[src/sv/mspdf_pkg.sv]
// Shared types and constants for the MSP v1 request-frame deframer.
// Used by the controller, the datapath and the top level; no dependencies.
package mspdf_pkg;

  localparam int unsigned MAX_PAYLOAD_DEF = 64;
  localparam int unsigned STORE_CAP       = 64;  // limit set by the 6-bit byte_index

  localparam logic [7:0] CH_DOLLAR = 8'h24;  // '$'
  localparam logic [7:0] CH_M      = 8'h4D;  // 'M'
  localparam logic [7:0] CH_ARROW  = 8'h3C;  // '<'

  typedef enum logic [3:0] {
    ST_IDLE,
    ST_HDR_M,
    ST_HDR_ARROW,
    ST_SIZE,
    ST_CMD,
    ST_PAYLOAD,
    ST_CHECK,
    ST_RD,
    ST_LD
  } state_e;

  typedef struct packed {
    logic cap_size;
    logic cap_cmd;
    logic pay_byte;
    logic load_single;
    logic start_drain;
    logic rd_issue;
    logic load_pay;
  } dp_cmd_t;

  typedef struct packed {
    logic is_dollar;
    logic is_m;
    logic is_arrow;
    logic size_zero;
    logic pay_done;
    logic mismatch;
    logic out_free;
    logic drain_last;
  } dp_stat_t;

endpackage

[src/sv/mspdf_ram.sv]
// Generic single-write, single-read RAM with registered read data.
// No dependencies.
module mspdf_ram #(
  parameter int unsigned WIDTH = 8,
  parameter int unsigned DEPTH = 64
) (
  input  logic                                   clk_i,
  input  logic                                   we_i,
  input  logic [(DEPTH > 1 ? $clog2(DEPTH) : 1)-1:0] waddr_i,
  input  logic [WIDTH-1:0]                       wdata_i,
  input  logic                                   re_i,
  input  logic [(DEPTH > 1 ? $clog2(DEPTH) : 1)-1:0] raddr_i,
  output logic [WIDTH-1:0]                       rdata_o
);

  logic [WIDTH-1:0] mem_q [DEPTH];
  logic [WIDTH-1:0] rdata_q;

  always_ff @(posedge clk_i) begin
    if (we_i) begin
      mem_q[waddr_i] <= wdata_i;
    end
    if (re_i) begin
      rdata_q <= mem_q[raddr_i];
    end
  end

  assign rdata_o = rdata_q;

endmodule

[src/sv/mspdf_ctrl.sv]
// Frame parser controller: phase state machine issuing datapath commands.
// Depends on mspdf_pkg.
module mspdf_ctrl
  import mspdf_pkg::*;
(
  input  logic     clk_i,
  input  logic     rst_ni,
  input  logic     rx_valid_i,
  output logic     rx_stall_o,
  input  dp_stat_t stat_i,
  output dp_cmd_t  cmd_o
);

  state_e state_q, state_d;
  logic   accept;

  always_ff @(posedge clk_i or negedge rst_ni) begin
    if (!rst_ni) begin
      state_q <= ST_IDLE;
    end else begin
      state_q <= state_d;
    end
  end

  always_comb begin
    state_d    = state_q;
    cmd_o      = '0;
    rx_stall_o = 1'b0;
    unique case (state_q)
      ST_CHECK:     rx_stall_o = !stat_i.out_free;
      ST_RD, ST_LD: rx_stall_o = 1'b1;
      default:      rx_stall_o = 1'b0;
    endcase
    accept = rx_valid_i && !rx_stall_o;

    unique case (state_q)
      ST_IDLE: begin
        if (accept && stat_i.is_dollar) state_d = ST_HDR_M;
      end
      ST_HDR_M: begin
        if (accept) state_d = stat_i.is_m ? ST_HDR_ARROW : ST_IDLE;
      end
      ST_HDR_ARROW: begin
        if (accept) state_d = stat_i.is_arrow ? ST_SIZE : ST_IDLE;
      end
      ST_SIZE: begin
        if (accept) begin
          cmd_o.cap_size = 1'b1;
          state_d        = ST_CMD;
        end
      end
      ST_CMD: begin
        if (accept) begin
          cmd_o.cap_cmd = 1'b1;
          state_d       = stat_i.size_zero ? ST_CHECK : ST_PAYLOAD;
        end
      end
      ST_PAYLOAD: begin
        if (accept) begin
          cmd_o.pay_byte = 1'b1;
          if (stat_i.pay_done) state_d = ST_CHECK;
        end
      end
      ST_CHECK: begin
        if (accept) begin
          if (stat_i.mismatch || stat_i.size_zero) begin
            cmd_o.load_single = 1'b1;
            state_d           = ST_IDLE;
          end else begin
            cmd_o.start_drain = 1'b1;
            state_d           = ST_RD;
          end
        end
      end
      ST_RD: begin
        cmd_o.rd_issue = 1'b1;
        state_d        = ST_LD;
      end
      ST_LD: begin
        if (stat_i.out_free) begin
          cmd_o.load_pay = 1'b1;
          state_d        = stat_i.drain_last ? ST_IDLE : ST_RD;
        end
      end
      default: state_d = ST_IDLE;
    endcase
  end

endmodule

[src/sv/mspdf_dp.sv]
// Frame parser datapath: header fields, checksum, payload store, result register.
// Depends on mspdf_pkg and mspdf_ram.
module mspdf_dp
  import mspdf_pkg::*;
#(
  parameter int unsigned STORE_LIMIT = STORE_CAP
) (
  input  logic       clk_i,
  input  logic       rst_ni,
  input  logic [7:0] rx_byte_i,
  input  dp_cmd_t    cmd_i,
  output dp_stat_t   stat_o,
  output logic       res_valid_o,
  input  logic       res_stall_i,
  output logic       frame_status_o,
  output logic [7:0] command_id_o,
  output logic [7:0] frame_size_o,
  output logic       has_payload_o,
  output logic [7:0] payload_byte_o,
  output logic [5:0] byte_index_o,
  output logic       truncated_o,
  output logic       last_result_o
);

  localparam int unsigned AW = (STORE_LIMIT > 1) ? $clog2(STORE_LIMIT) : 1;
  localparam logic [7:0]  LimitB    = 8'(STORE_LIMIT);
  localparam logic [5:0]  LimitLast = 6'(STORE_LIMIT - 1);

  logic [7:0] size_q, cmd_q, seen_q, xor_q;
  logic [5:0] idx_q;
  logic       trunc;
  logic [5:0] last_idx;
  logic [7:0] rdata;
  logic       store_we;

  logic       out_valid_q;
  logic       o_status_q, o_has_q, o_trunc_q, o_last_q;
  logic [7:0] o_cmd_q, o_size_q, o_data_q;
  logic [5:0] o_idx_q;

  assign trunc    = size_q > LimitB;
  assign last_idx = trunc ? LimitLast : 6'(size_q - 8'd1);
  assign store_we = cmd_i.pay_byte && (seen_q < LimitB);

  assign stat_o.is_dollar  = rx_byte_i == CH_DOLLAR;
  assign stat_o.is_m       = rx_byte_i == CH_M;
  assign stat_o.is_arrow   = rx_byte_i == CH_ARROW;
  assign stat_o.size_zero  = size_q == 8'd0;
  assign stat_o.pay_done   = ({1'b0, seen_q} + 9'd1) >= {1'b0, size_q};
  assign stat_o.mismatch   = rx_byte_i != xor_q;
  assign stat_o.out_free   = !out_valid_q || !res_stall_i;
  assign stat_o.drain_last = idx_q == last_idx;

  mspdf_ram #(
    .WIDTH(8),
    .DEPTH(STORE_LIMIT)
  ) u_store (
    .clk_i   (clk_i),
    .we_i    (store_we),
    .waddr_i (seen_q[AW-1:0]),
    .wdata_i (rx_byte_i),
    .re_i    (cmd_i.rd_issue),
    .raddr_i (idx_q[AW-1:0]),
    .rdata_o (rdata)
  );

  // Frame registers
  always_ff @(posedge clk_i or negedge rst_ni) begin
    if (!rst_ni) begin
      size_q <= '0;
      cmd_q  <= '0;
      seen_q <= '0;
      xor_q  <= '0;
      idx_q  <= '0;
    end else begin
      if (cmd_i.cap_size) begin
        size_q <= rx_byte_i;
        xor_q  <= rx_byte_i;
        seen_q <= '0;
      end
      if (cmd_i.cap_cmd) begin
        cmd_q <= rx_byte_i;
        xor_q <= xor_q ^ rx_byte_i;
      end
      if (cmd_i.pay_byte) begin
        seen_q <= seen_q + 8'd1;
        xor_q  <= xor_q ^ rx_byte_i;
      end
      if (cmd_i.start_drain) begin
        idx_q <= '0;
      end else if (cmd_i.load_pay) begin
        idx_q <= idx_q + 6'd1;
      end
    end
  end

  // Result register
  always_ff @(posedge clk_i or negedge rst_ni) begin
    if (!rst_ni) begin
      out_valid_q <= 1'b0;
    end else if (cmd_i.load_single || cmd_i.load_pay) begin
      out_valid_q <= 1'b1;
    end else if (!res_stall_i) begin
      out_valid_q <= 1'b0;
    end
  end

  always_ff @(posedge clk_i) begin
    if (cmd_i.load_single || cmd_i.load_pay) begin
      o_cmd_q   <= cmd_q;
      o_size_q  <= size_q;
      o_trunc_q <= trunc;
    end
    if (cmd_i.load_single) begin
      o_status_q <= stat_o.mismatch;
      o_has_q    <= 1'b0;
      o_data_q   <= '0;
      o_idx_q    <= '0;
      o_last_q   <= 1'b1;
    end else if (cmd_i.load_pay) begin
      o_status_q <= 1'b0;
      o_has_q    <= 1'b1;
      o_data_q   <= rdata;
      o_idx_q    <= idx_q;
      o_last_q   <= stat_o.drain_last;
    end
  end

  assign res_valid_o    = out_valid_q;
  assign frame_status_o = o_status_q;
  assign command_id_o   = o_cmd_q;
  assign frame_size_o   = o_size_q;
  assign has_payload_o  = o_has_q;
  assign payload_byte_o = o_data_q;
  assign byte_index_o   = o_idx_q;
  assign truncated_o    = o_trunc_q;
  assign last_result_o  = o_last_q;

endmodule

[src/sv/msp_v1_frame_deframer_top.sv]
// MSP v1 request-frame deframer, top level.
// Depends on mspdf_pkg, mspdf_ctrl, mspdf_dp (which holds mspdf_ram).

// Takes one received byte per cycle while not stalled and parses '$' 'M' '<'
// size command payload checksum request frames. Header, size, command and
// payload bytes are accepted one a cycle. On the checksum byte the block emits
// either one result (checksum mismatch, or an empty frame) or one result per
// stored payload byte; in the latter case input is stalled while each stored
// byte is read from the payload RAM and then loaded into the result register,
// and while the result side stalls. At most min(MAX_PAYLOAD, 64) bytes are
// stored; longer frames are still checked to their declared end and flagged
// truncated. The payload RAM needs no clearing after reset.
module msp_v1_frame_deframer_top
  import mspdf_pkg::*;
#(
  parameter int unsigned MAX_PAYLOAD = MAX_PAYLOAD_DEF
) (
  input  logic       clk_i,
  input  logic       rst_ni,
  input  logic       rx_valid_i,
  output logic       rx_stall_o,
  input  logic [7:0] rx_byte_i,
  output logic       res_valid_o,
  input  logic       res_stall_i,
  output logic       frame_status_o,
  output logic [7:0] command_id_o,
  output logic [7:0] frame_size_o,
  output logic       has_payload_o,
  output logic [7:0] payload_byte_o,
  output logic [5:0] byte_index_o,
  output logic       truncated_o,
  output logic       last_result_o
);

  localparam int unsigned StoreLimit = (MAX_PAYLOAD < STORE_CAP) ? MAX_PAYLOAD : STORE_CAP;

  dp_cmd_t  cmd;
  dp_stat_t stat;

  mspdf_ctrl u_ctrl (
    .clk_i      (clk_i),
    .rst_ni     (rst_ni),
    .rx_valid_i (rx_valid_i),
    .rx_stall_o (rx_stall_o),
    .stat_i     (stat),
    .cmd_o      (cmd)
  );

  mspdf_dp #(
    .STORE_LIMIT(StoreLimit)
  ) u_dp (
    .clk_i          (clk_i),
    .rst_ni         (rst_ni),
    .rx_byte_i      (rx_byte_i),
    .cmd_i          (cmd),
    .stat_o         (stat),
    .res_valid_o    (res_valid_o),
    .res_stall_i    (res_stall_i),
    .frame_status_o (frame_status_o),
    .command_id_o   (command_id_o),
    .frame_size_o   (frame_size_o),
    .has_payload_o  (has_payload_o),
    .payload_byte_o (payload_byte_o),
    .byte_index_o   (byte_index_o),
    .truncated_o    (truncated_o),
    .last_result_o  (last_result_o)
  );

endmodule

[config.mk]
export PLATFORM = sky130hd
export DESIGN_NAME = msp_v1_frame_deframer_top
export DESIGN_NICKNAME = d
export VERILOG_FILES = /design/src/sv/mspdf_pkg.sv /design/src/sv/mspdf_ram.sv /design/src/sv/mspdf_ctrl.sv /design/src/sv/mspdf_dp.sv /design/src/sv/msp_v1_frame_deframer_top.sv
export SDC_FILE = /design/constraint.sdc
export NUM_CORES = 1
export LEC_CHECK = 0
export BUFFER_PORTS_ARGS = -buffer_cell sky130_fd_sc_hd__buf_2
export CELL_PAD_IN_SITES_DETAIL_PLACEMENT = 1
export CELL_PAD_IN_SITES_GLOBAL_PLACEMENT = 1
export CORE_MARGIN = 4
export CORE_UTILIZATION = 40
export DETAILED_ROUTE_END_ITERATION = 10
export PLACE_DENSITY_LB_ADDON = 0.1
export SETUP_SLACK_MARGIN = 0.1
export SYNTH_ARGS = -nofsm -noshare
export SYNTH_HDL_FRONTEND = slang
export SYNTH_SLANG_ARGS = --single-unit
[constraint.sdc]
create_clock -name clk_i -period 4.5 [get_ports clk_i]
set_clock_uncertainty 0.05 [all_clocks]
set_input_delay 0.45 -clock clk_i [delete_from_list [all_inputs] [get_ports clk_i]]
set_output_delay 0.45 -clock clk_i [all_outputs]
set_load 0.02 [all_outputs]
==> run metrics, run 1 <==
Sw Share=about 29%; CP bufs+invs=1; largest net degree at the start of global routing=72; CP dominant cell by count=nand2_1; via count=between 10000 and 15000; fin crit period=approximately 3.5 ns; Crit. End Element=register; synthesized flop and latch total=a little under 600; initial drt markers=936; DRT Wirelength=just over 60 mm; WL/cell=~29 um; Post-Place Cells=just over 2000; Pre-Repair DR Iteration Count=5; Power per Cell Area=568 mW/mm^2; Clock Power Share=31.7%; FMAX=about 290 MHz; worst vdd ir=between 300 and 400 uV; Post-synth EDFFs=around 540; top post-synthesis cells by area=edfxtp_1, mux4_2, dfrtp_1; # setup viols final=0; final weighted congestion in routability-driven placement=0.760; CP Data Required Time=4.70 ns; R2R setup slack=1.05 ns; Arrival @ worst endpoint=between 3 and 4 ns; Syn Std Cell Area=approximately 0.024 mm^2; Slew Viols, Final=0; Synth Flop Type=edfxtp_1; die footprint=between 0.06 and 0.07 mm^2; Logic pwr share=between 20 and 25%; cells after synthesis=around 1200; layout cells sized above 1=28.5%; critical path depth=7; Die Wd=between 200 and 300 um; die height=252 um; Post-DRT Antenna Nets=0; largest delay contributor family on the critical path=simple AND/OR/NAND/NOR gates; core area=around 0.06 mm^2; IO buf count=47; status=finished, final reports clean; RSZ-0062 raised after global routing=false; Post-DP HPWL=between 30 and 40 mm; GRT Overall Usage=approximately a fifth; Slew headroom=between 20% and 30%; area fraction of the dominant cell type after synthesis=between 60% and 70%; Ys Warns=0; worst stage delay on the critical path=~0.58 ns; first-pass GRT wire length=just over 90 mm; RR Startpoint=u_ctrl.state_q[2]; reported max-cap violation count=0; Reg2Reg Depth=7; final hold violation count=0; nets@finish=1346; P_int=roughly 0.011 W; initial core utilization=between 40% and 50%; sw power=0.00448 W; Leakage=8.85 nW; TNS Setup=0 ns; syn_area_per_cell=~20 um^2; synth cell count leaders=edfxtp_1, mux4_2, nor2_1; WS Path Type=reg -> reg; CTS tree=done; count leader, synth=edfxtp_1; Final Non-Filler Cells=2145; Layout area overhead=14.4%; Mapped Nets=1225; Clk pin slew, worst setup/hold paths=0.06 ns; Critical path origin=u_ctrl.state_q[2]; latest clock arrival within the worst-skew pair=~0.63 ns; Unique masters post-synth=58; drt drc=0; Seq pwr share=between 40 and 50%; critical path launch point type=register; Worst R2R End=u_dp.u_store.mem_q[14][5]; async set or reset register ratio after synthesis=under 10%; CTS H-Tree Depth=2; Critical-path top delay cell=nor2_1; critical path, cell by cell=nor2b_1 -> nand2_1 -> or2_1 -> nor3b_1 -> nand2_1 -> buf_4 -> nor2_1; largest area contributor in the netlist=edfxtp_1; vias in the first global route=between 10000 and 15000; Final period util=76.7%; register area share after synthesis=between 70 and 80%; initial antenna violation count=4; GRT overflow=0; maximum clock path buffer count=3; vias per cell=about 5.6; # rows=89; Sink Count=roughly 600; cts bufs inserted=61; HP Class=in -> reg; CTS Root Cell=clkbuf_16; Worst Setup EP=u_dp.u_store.mem_q[14][5]; worst-path fanout max=11; Worst-Margin Slew=1.05 ns; IO Pins=48
[per-layer routing]
metal  GRT usage [%]  routed length [um]
met1            28.1               27000
met2            31.8               30000
met3            4.19                3540
met4            4.74                1280
met5               0                   0
[metrics by stage]
stage / power [W] / worst slack (ns) / hold WS, ns / area (um^2) / util [%]
6_report: 0.0155 / 1.05 / 0.132 / 27200 / 46.2
5_1_grt: 0.0162 / 0.705 / 0.140 / 27200 / 46.2
4_1_cts: 0.0157 / 0.981 / 0.100 / 27200 / 46.2
3_5_place_dp: 0.0108 / 1.02 / 0.380 / 25300 / 42.9
3_3_place_gp: 0.0107 / 1.13 / 0.378 / 25300 / 42.9
2_1_floorplan: 0.00946 / 2.03 / 0.104 / 23800 / -
[cells by family after synthesis]
kind of cell    after synthesis  synth area share, %
mux                         179                 16.0
buf+inv                      81                 1.69
xor+xnor                     24                0.884
simple gates                202                 4.00
fa+ha+maj                    12                0.631
flops                       597                 73.8
compound gates              106                 2.93
[worst reg2reg max path, stage by stage (launching register included)]
cell	delay, ns
dfrtp_1	0.55
nor2b_1	0.28
nand2_1	0.15
or2_1	0.36
nor3b_1	0.50
nand2_1	0.35
buf_4	0.25
nor2_1	0.58
[power by group through the flow]
stage / clock network [W] / registers, W / logic, W
6_report: 0.00490 / 0.00681 / 0.00376
3_3_place_gp: 0 / 0.00691 / 0.00379
3_5_place_dp: 0 / 0.00693 / 0.00383
5_1_grt: 0.00529 / 0.00686 / 0.00403
2_1_floorplan: 0 / 0.00669 / 0.00277
4_1_cts: 0.00503 / 0.00682 / 0.00383
[how the worst min path moves through the flow]
stage                        from              endpoint  slack (ns)  cells after the start
finish                res_stall_i      u_dp.res_valid_o        0.13                      3
global route          res_stall_i      u_dp.res_valid_o        0.14                      3
CTS                   res_stall_i      u_dp.res_valid_o        0.10                      3
detailed placement  u_dp.cmd_q[0]  u_dp.command_id_o[0]        0.38                      0
global placement    u_dp.cmd_q[5]  u_dp.command_id_o[5]        0.38                      0
floorplan                  rst_ni     u_ctrl.state_q[0]        0.10                      0
[state kept, by name, indices dropped and copies added (netlist names)]
name	count
u_dp.cmd_q	8
u_dp.frame_status_o	1
u_dp.xor_q	8
u_dp.idx_q	6
u_dp.u_store.mem_q	512
u_dp.last_result_o	1
u_ctrl.state_q	4
u_dp.has_payload_o	1
u_dp.payload_byte_o	8
u_dp.command_id_o	8
u_dp.frame_size_o	8
u_dp.u_store.rdata_o	8
u_dp.byte_index_o	6
u_dp.res_valid_o	1
u_dp.size_q	8
u_dp.seen_q	8
u_dp.truncated_o	1
[final cells by class]
| cell class | instances | area, um^2 |
|---|---|---|
| fill | 5443 | 31700 |
| sequential | 597 | 17600 |
| multi-input combinational | 523 | 5830 |
| clock buffer | 85 | 1650 |
| tap | 773 | 967 |
| timing repair buffer | 129 | 891 |
| clock inverter | 26 | 267 |
| inverter | 10 | 37.5 |
| antenna | 2 | 5.00 |
[cell usage in the layout (no fill, tap or decap), drive strengths merged, types with 10 or more instances in the layout]
master  netlist  routed
a21oi        26      26
a22o         18      18
buf          42     128
clkbuf       29      85
clkinv        0      20
dfrtp        43      43
dfxtp        16      16
edfxtp      538     538
ha           12      12
inv          10      11
mux2         16      16
mux4        160     160
nand2        33      33
nand3        11      11
nor2         95      95
nor3         10      10
o21ai        22      22
o22ai        13      13
xnor2        16      16
[timing repair]
action | CTS | global route
buffers inserted | 0 | 0
gates resized for setup | 0 | 0
hold buffers | 1 | 0
hold endpoints to repair | 43 | 0
(Power assumes the default switching activity.)
==> run 2: changes to the inputs <==
==> constraint.sdc (replaced) <==
create_clock -name clk_i -period 3.4 [get_ports clk_i]
set_clock_uncertainty 0.05 [all_clocks]
set_input_delay 0.34 -clock clk_i [delete_from_list [all_inputs] [get_ports clk_i]]
set_output_delay 0.34 -clock clk_i [all_outputs]
set_load 0.02 [all_outputs]
==> run metrics, run 2 (synthesis gave the netlist of run 1 again) <==
status=finished, final reports clean; initial core utilization=around 40%; Post-Place Worst Slack=between 0.2 and 0.3 ns; die height=between 200 and 300 um; die footprint=0.0634 mm^2; Reg2Reg Depth=6; Slew headroom=20.7%; CP Data Required Time=about 3.7 ns; Slew Viols, Final=0; HP Class=in -> reg; commonest non-fill, non-tap cell in the layout=edfxtp_1; worst vdd ir=approximately 500 uV; Overall Power=between 0.02 and 0.025 W; ant diodes=0; flip-flop count of the largest register after layout=512; final hold violation count=0; post-CTS setup buffers=0; WL/cell=between 20 and 30 um; vias in the first global route=roughly 13000; largest net degree at the start of global routing=72; CTS H-Tree Depth=3; first-pass GRT wire length=between 90 and 100 mm; vias per cell=5.60; Post-DP HPWL=between 40 and 50 mm; largest register by flop count=u_dp.u_store.mem_q; via count=about 12000; Hold Path Stages=3; CTS Root Cell=clkbuf_16; reported max-cap violation count=0; # setup viols final=0; GRT overflow=0; final weighted congestion in routability-driven placement=0.790; # rows=89; layout cells sized above 1=32.3%; fin area=roughly 0.028 mm^2; CTS tree=done; Leakage=9.29 nW; Sink Count=around 600; final worst slack=0.321 ns; latest clock arrival within the worst-skew pair=about 0.60 ns; Arrival @ worst endpoint=about 3.4 ns; Layout area overhead=17.6%; Worst-Margin Slew=1.19 ns; Clk pin slew, worst setup/hold paths=0.06 ns; Crit. End Element=register; initial drt markers=947; most frequent cells in the layout=edfxtp_1, mux4_2, buf_4, nor2_1, clkbuf_16; worst-path fanout max=26; core area=0.0589 mm^2; Pre-Repair DR Iteration Count=5; fin crit period=~3.1 ns; Final Non-Filler Cells=2210; drt drc=0; FMAX=about 320 MHz; RSZ-0062 raised after global routing=false; GRT Overall Usage=20.4%; TNS Setup=0 ns; WS Path Type=reg -> reg; Final period util=a little over 90%; Post-Place Cells=about 2100; IO buf count=47; Post-DRT Antenna Nets=0; Power per Cell Area=roughly 760 mW/mm^2; cts bufs inserted=67; Post-Place Cell Area=~0.026 mm^2; DRT Wirelength=approximately 64 mm; IO Pins=48; Die Wd=~250 um; initial antenna violation count=1; maximum clock path buffer count=3; critical path launch point type=register; nets@finish=approximately 1400
[run 2: layout make-up]
cell class,instances,area [um^2]
Inverter,10,37.5
Fill cell,5446,30900
Tap cell,773,967
Multi-Input combinational cell,523,5840
Timing Repair Buffer,187,1400
Clock inverter,34,339
Sequential cell,597,17600
Clock buffer,86,1820
[run 2: final timing paths]
kind | end | slack (ns) | start
min in group asynchronous | u_dp.cmd_q[3] | 0.25 | rst_ni
max in group asynchronous | u_dp.idx_q[1] | 2.30 | rst_ni
setup / recovery | u_dp.u_store.rdata_o[0] | 0.32 | u_dp.idx_q[0]
setup reg to reg | u_dp.u_store.rdata_o[0] | 0.32 | u_dp.idx_q[0]
hold reg to reg | u_dp.command_id_o[0] | 0.40 | u_dp.cmd_q[0]
hold / removal | u_dp.res_valid_o | 0.08 | res_stall_i
[run 2: report_power, final]
group | switching [W] | internal [W]
clock network | 0.00288 | 0.00425
registers | 0.000509 | 0.00839
logic | 0.00267 | 0.00264
[run 2: critical path: stages (launching register included)]
cell	delay [ns]
dfrtp_4	0.75
buf_12	0.30
buf_4	0.22
mux4_2	0.52
mux4_2	0.52
o22ai_1	0.33
nor2_1	0.07
[run 2: per-stage QoR]
step           utilization [%]  hold slack (ns)
4_1_cts                   47.5           0.0505
5_1_grt                   47.5           0.0865
6_report                  47.5           0.0814
3_5_place_dp              43.8            0.344
3_3_place_gp              43.8            0.342
2_1_floorplan                -         -0.00559
[run 2: timing repair]
action | CTS | global route
endpoints found under the setup margin | 0 | 27
resized for setup | 0 | 1
hold endpoints to repair | 25 | 0
hold buffers | 1 | 0
[run 2: layer usage]
metal	track usage (%)	routed length (um)	part of all wire (%)
met5	0	0	0
met4	3.99	960	1.5
met3	3.67	3240	5.1
met2	32.4	30700	48
met1	30.3	29200	46
==> run 3: changes to the inputs <==
--- a/config.mk
+++ b/config.mk
@@ -8,7 +8,6 @@
 export BUFFER_PORTS_ARGS = -buffer_cell sky130_fd_sc_hd__buf_2
 export CELL_PAD_IN_SITES_DETAIL_PLACEMENT = 1
 export CELL_PAD_IN_SITES_GLOBAL_PLACEMENT = 1
-export CORE_MARGIN = 4
 export CORE_UTILIZATION = 40
 export DETAILED_ROUTE_END_ITERATION = 10
 export PLACE_DENSITY_LB_ADDON = 0.1
==> run metrics, run 3 (synthesis gave the netlist of run 1 again) <==
CTS Root Cell=clkbuf_16; core area=about 0.059 mm^2; die footprint=0.0604 mm^2; Seq pwr share=between 40% and 50%; Worst-Margin Slew=approximately 1.2 ns; critical path, cell by cell=buf_12 -> buf_4 -> mux4_2 -> mux4_2 -> o22ai_1 -> nor2_1; Arrival @ worst endpoint=approximately 3.5 ns; Layout area overhead=17.8%; vias in the first global route=roughly 13000; IO buf count=47; Slew Viols, Final=0; ant diodes=0; layout cells sized above 1=32.5%; post-CTS setup buffers=0; Final period util=92.6%; Crit. End Element=register; Slew headroom=between 20% and 30%; final hold violation count=0; die height=246 um; maximum clock path buffer count=3; Sink Count=597; hold_buf cts=1; worst vdd ir=514 uV; Hold Path Stages=3; Clk pin slew, worst setup/hold paths=0.06 ns; hold_ws=between 0.08 and 0.09 ns; most frequent cells in the layout=edfxtp_1, mux4_2, buf_4, nor2_1, clkbuf_16; critical path depth=6; Critical-path top delay cell=dfrtp_4; FMAX=roughly 320 MHz; Logic pwr share=between 20 and 25%; drt drc=0; via count=between 10000 and 15000; status=finished, final reports clean; WL/cell=about 28 um; nets@finish=about 1400; Post-DP HPWL=40.9 mm; WS Path Type=reg -> reg; latest clock arrival within the worst-skew pair=about 0.6 ns; # setup viols final=0; worst stage delay on the critical path=slightly above 0.8 ns; CP Data Required Time=around 3.7 ns; CTS H-Tree Depth=3; final weighted congestion in routability-driven placement=approximately 0.77; GRT overflow=0; commonest non-fill, non-tap cell in the layout=edfxtp_1; largest register by flop count=u_dp.u_store.mem_q; initial drt markers=964; Clock Power Share=33.4%; Post-DRT Antenna Nets=0; P_int=0.0154 W; CTS resizes=0; sw power=0.00604 W; reported max-cap violation count=0; CTS tree=done; initial core utilization=between 40% and 50%; largest delay contributor family on the critical path=multiplexers; R2R setup slack=around 0.25 ns; fin crit period=roughly 3.1 ns; Die Wd=approximately 250 um; Reg2Reg Depth=6; critical path launch point type=register; initial antenna violation count=2; Leakage=9.33 nW; HP Class=in -> reg; IO Pins=between 40 and 50; RSZ-0062 raised after global routing=false; worst-path fanout max=29; flip-flop count of the largest register after layout=512; TNS Setup=0 ns; CP bufs+invs=2; # rows=89; largest net degree at the start of global routing=a little over 70; first-pass GRT wire length=91.6 mm; Pre-Repair DR Iteration Count=4; Power per Cell Area=between 700 and 800 mW/mm^2; DRT Wirelength=~63 mm; vias per cell=5.57; GRT Overall Usage=21.4%; Sw Share=between 20% and 30%; CP dominant cell by count=mux4_2; cts bufs inserted=67
run 3: worst paths after layout:
check / startpoint / to
max: u_dp.idx_q[0] / u_dp.u_store.rdata_o[7]
min: res_stall_i / u_dp.res_valid_o
max reg2reg: u_dp.idx_q[0] / u_dp.u_store.rdata_o[7]
min reg2reg: u_dp.cmd_q[3] / u_dp.command_id_o[3]
max in group asynchronous: rst_ni / u_dp.idx_q[0]
min in group asynchronous: rst_ni / u_dp.size_q[3]
run 3: area by class of cell:
| cell class | instances | area, um^2 |
|---|---|---|
| clock inverters | 33 | 319 |
| repair buffers | 191 | 1460 |
| fillers | 5436 | 30900 |
| clock buffers | 87 | 1850 |
| inverters | 10 | 37.5 |
| multi-input cells | 523 | 5830 |
| flip-flops and latches | 597 | 17600 |
| well taps | 773 | 967 |
run 3: per-stage QoR:
| stage | cell area (um^2) | power, W | util [%] | instances | worst slack (ns) |
|---|---|---|---|---|---|
| 4_1_cts | 28000 | 0.0217 | 47.6 | 2214 | 0.200 |
| 6_report | 28000 | 0.0214 | 47.6 | 2214 | 0.253 |
| 3_3_place_gp | 25800 | 0.0144 | 43.9 | 2093 | 0.217 |
| 3_5_place_dp | 25800 | 0.0145 | 43.9 | 2093 | 0.198 |
| 5_1_grt | 28000 | 0.0223 | 47.6 | 2214 | 0.122 |
| 2_1_floorplan | 23800 | 0.0125 | - | 1201 | 0.933 |
run 3: worst min-delay path, cell delays in order:
cell and delay [ns]:
buf_2 0.11, nand2_1 0.14, nand2_1 0.09
run 3: routing by layer:
| layer | vias up | GRT usage [%] | wire (um) |
|---|---|---|---|
| met2 | 290 | 33.5 | 30000 |
| met5 | - | 0 | 0 |
| met1 | 6690 | 30.8 | 28900 |
| met3 | 61 | 3.69 | 2960 |
| li1 | 5299 | - | - |
| met4 | 0 | 6.27 | 1110 |
run 3: power by group through the flow:
| stage | clock (W) | sequential, W | combinational, W |
|---|---|---|---|
| 6_report | 0.00714 | 0.00898 | 0.00529 |
| 5_1_grt | 0.00756 | 0.00904 | 0.00569 |
| 4_1_cts | 0.00732 | 0.00899 | 0.00542 |
| 3_5_place_dp | 0 | 0.00914 | 0.00539 |
| 3_3_place_gp | 0 | 0.00912 | 0.00531 |
| 2_1_floorplan | 0 | 0.00886 | 0.00366 |
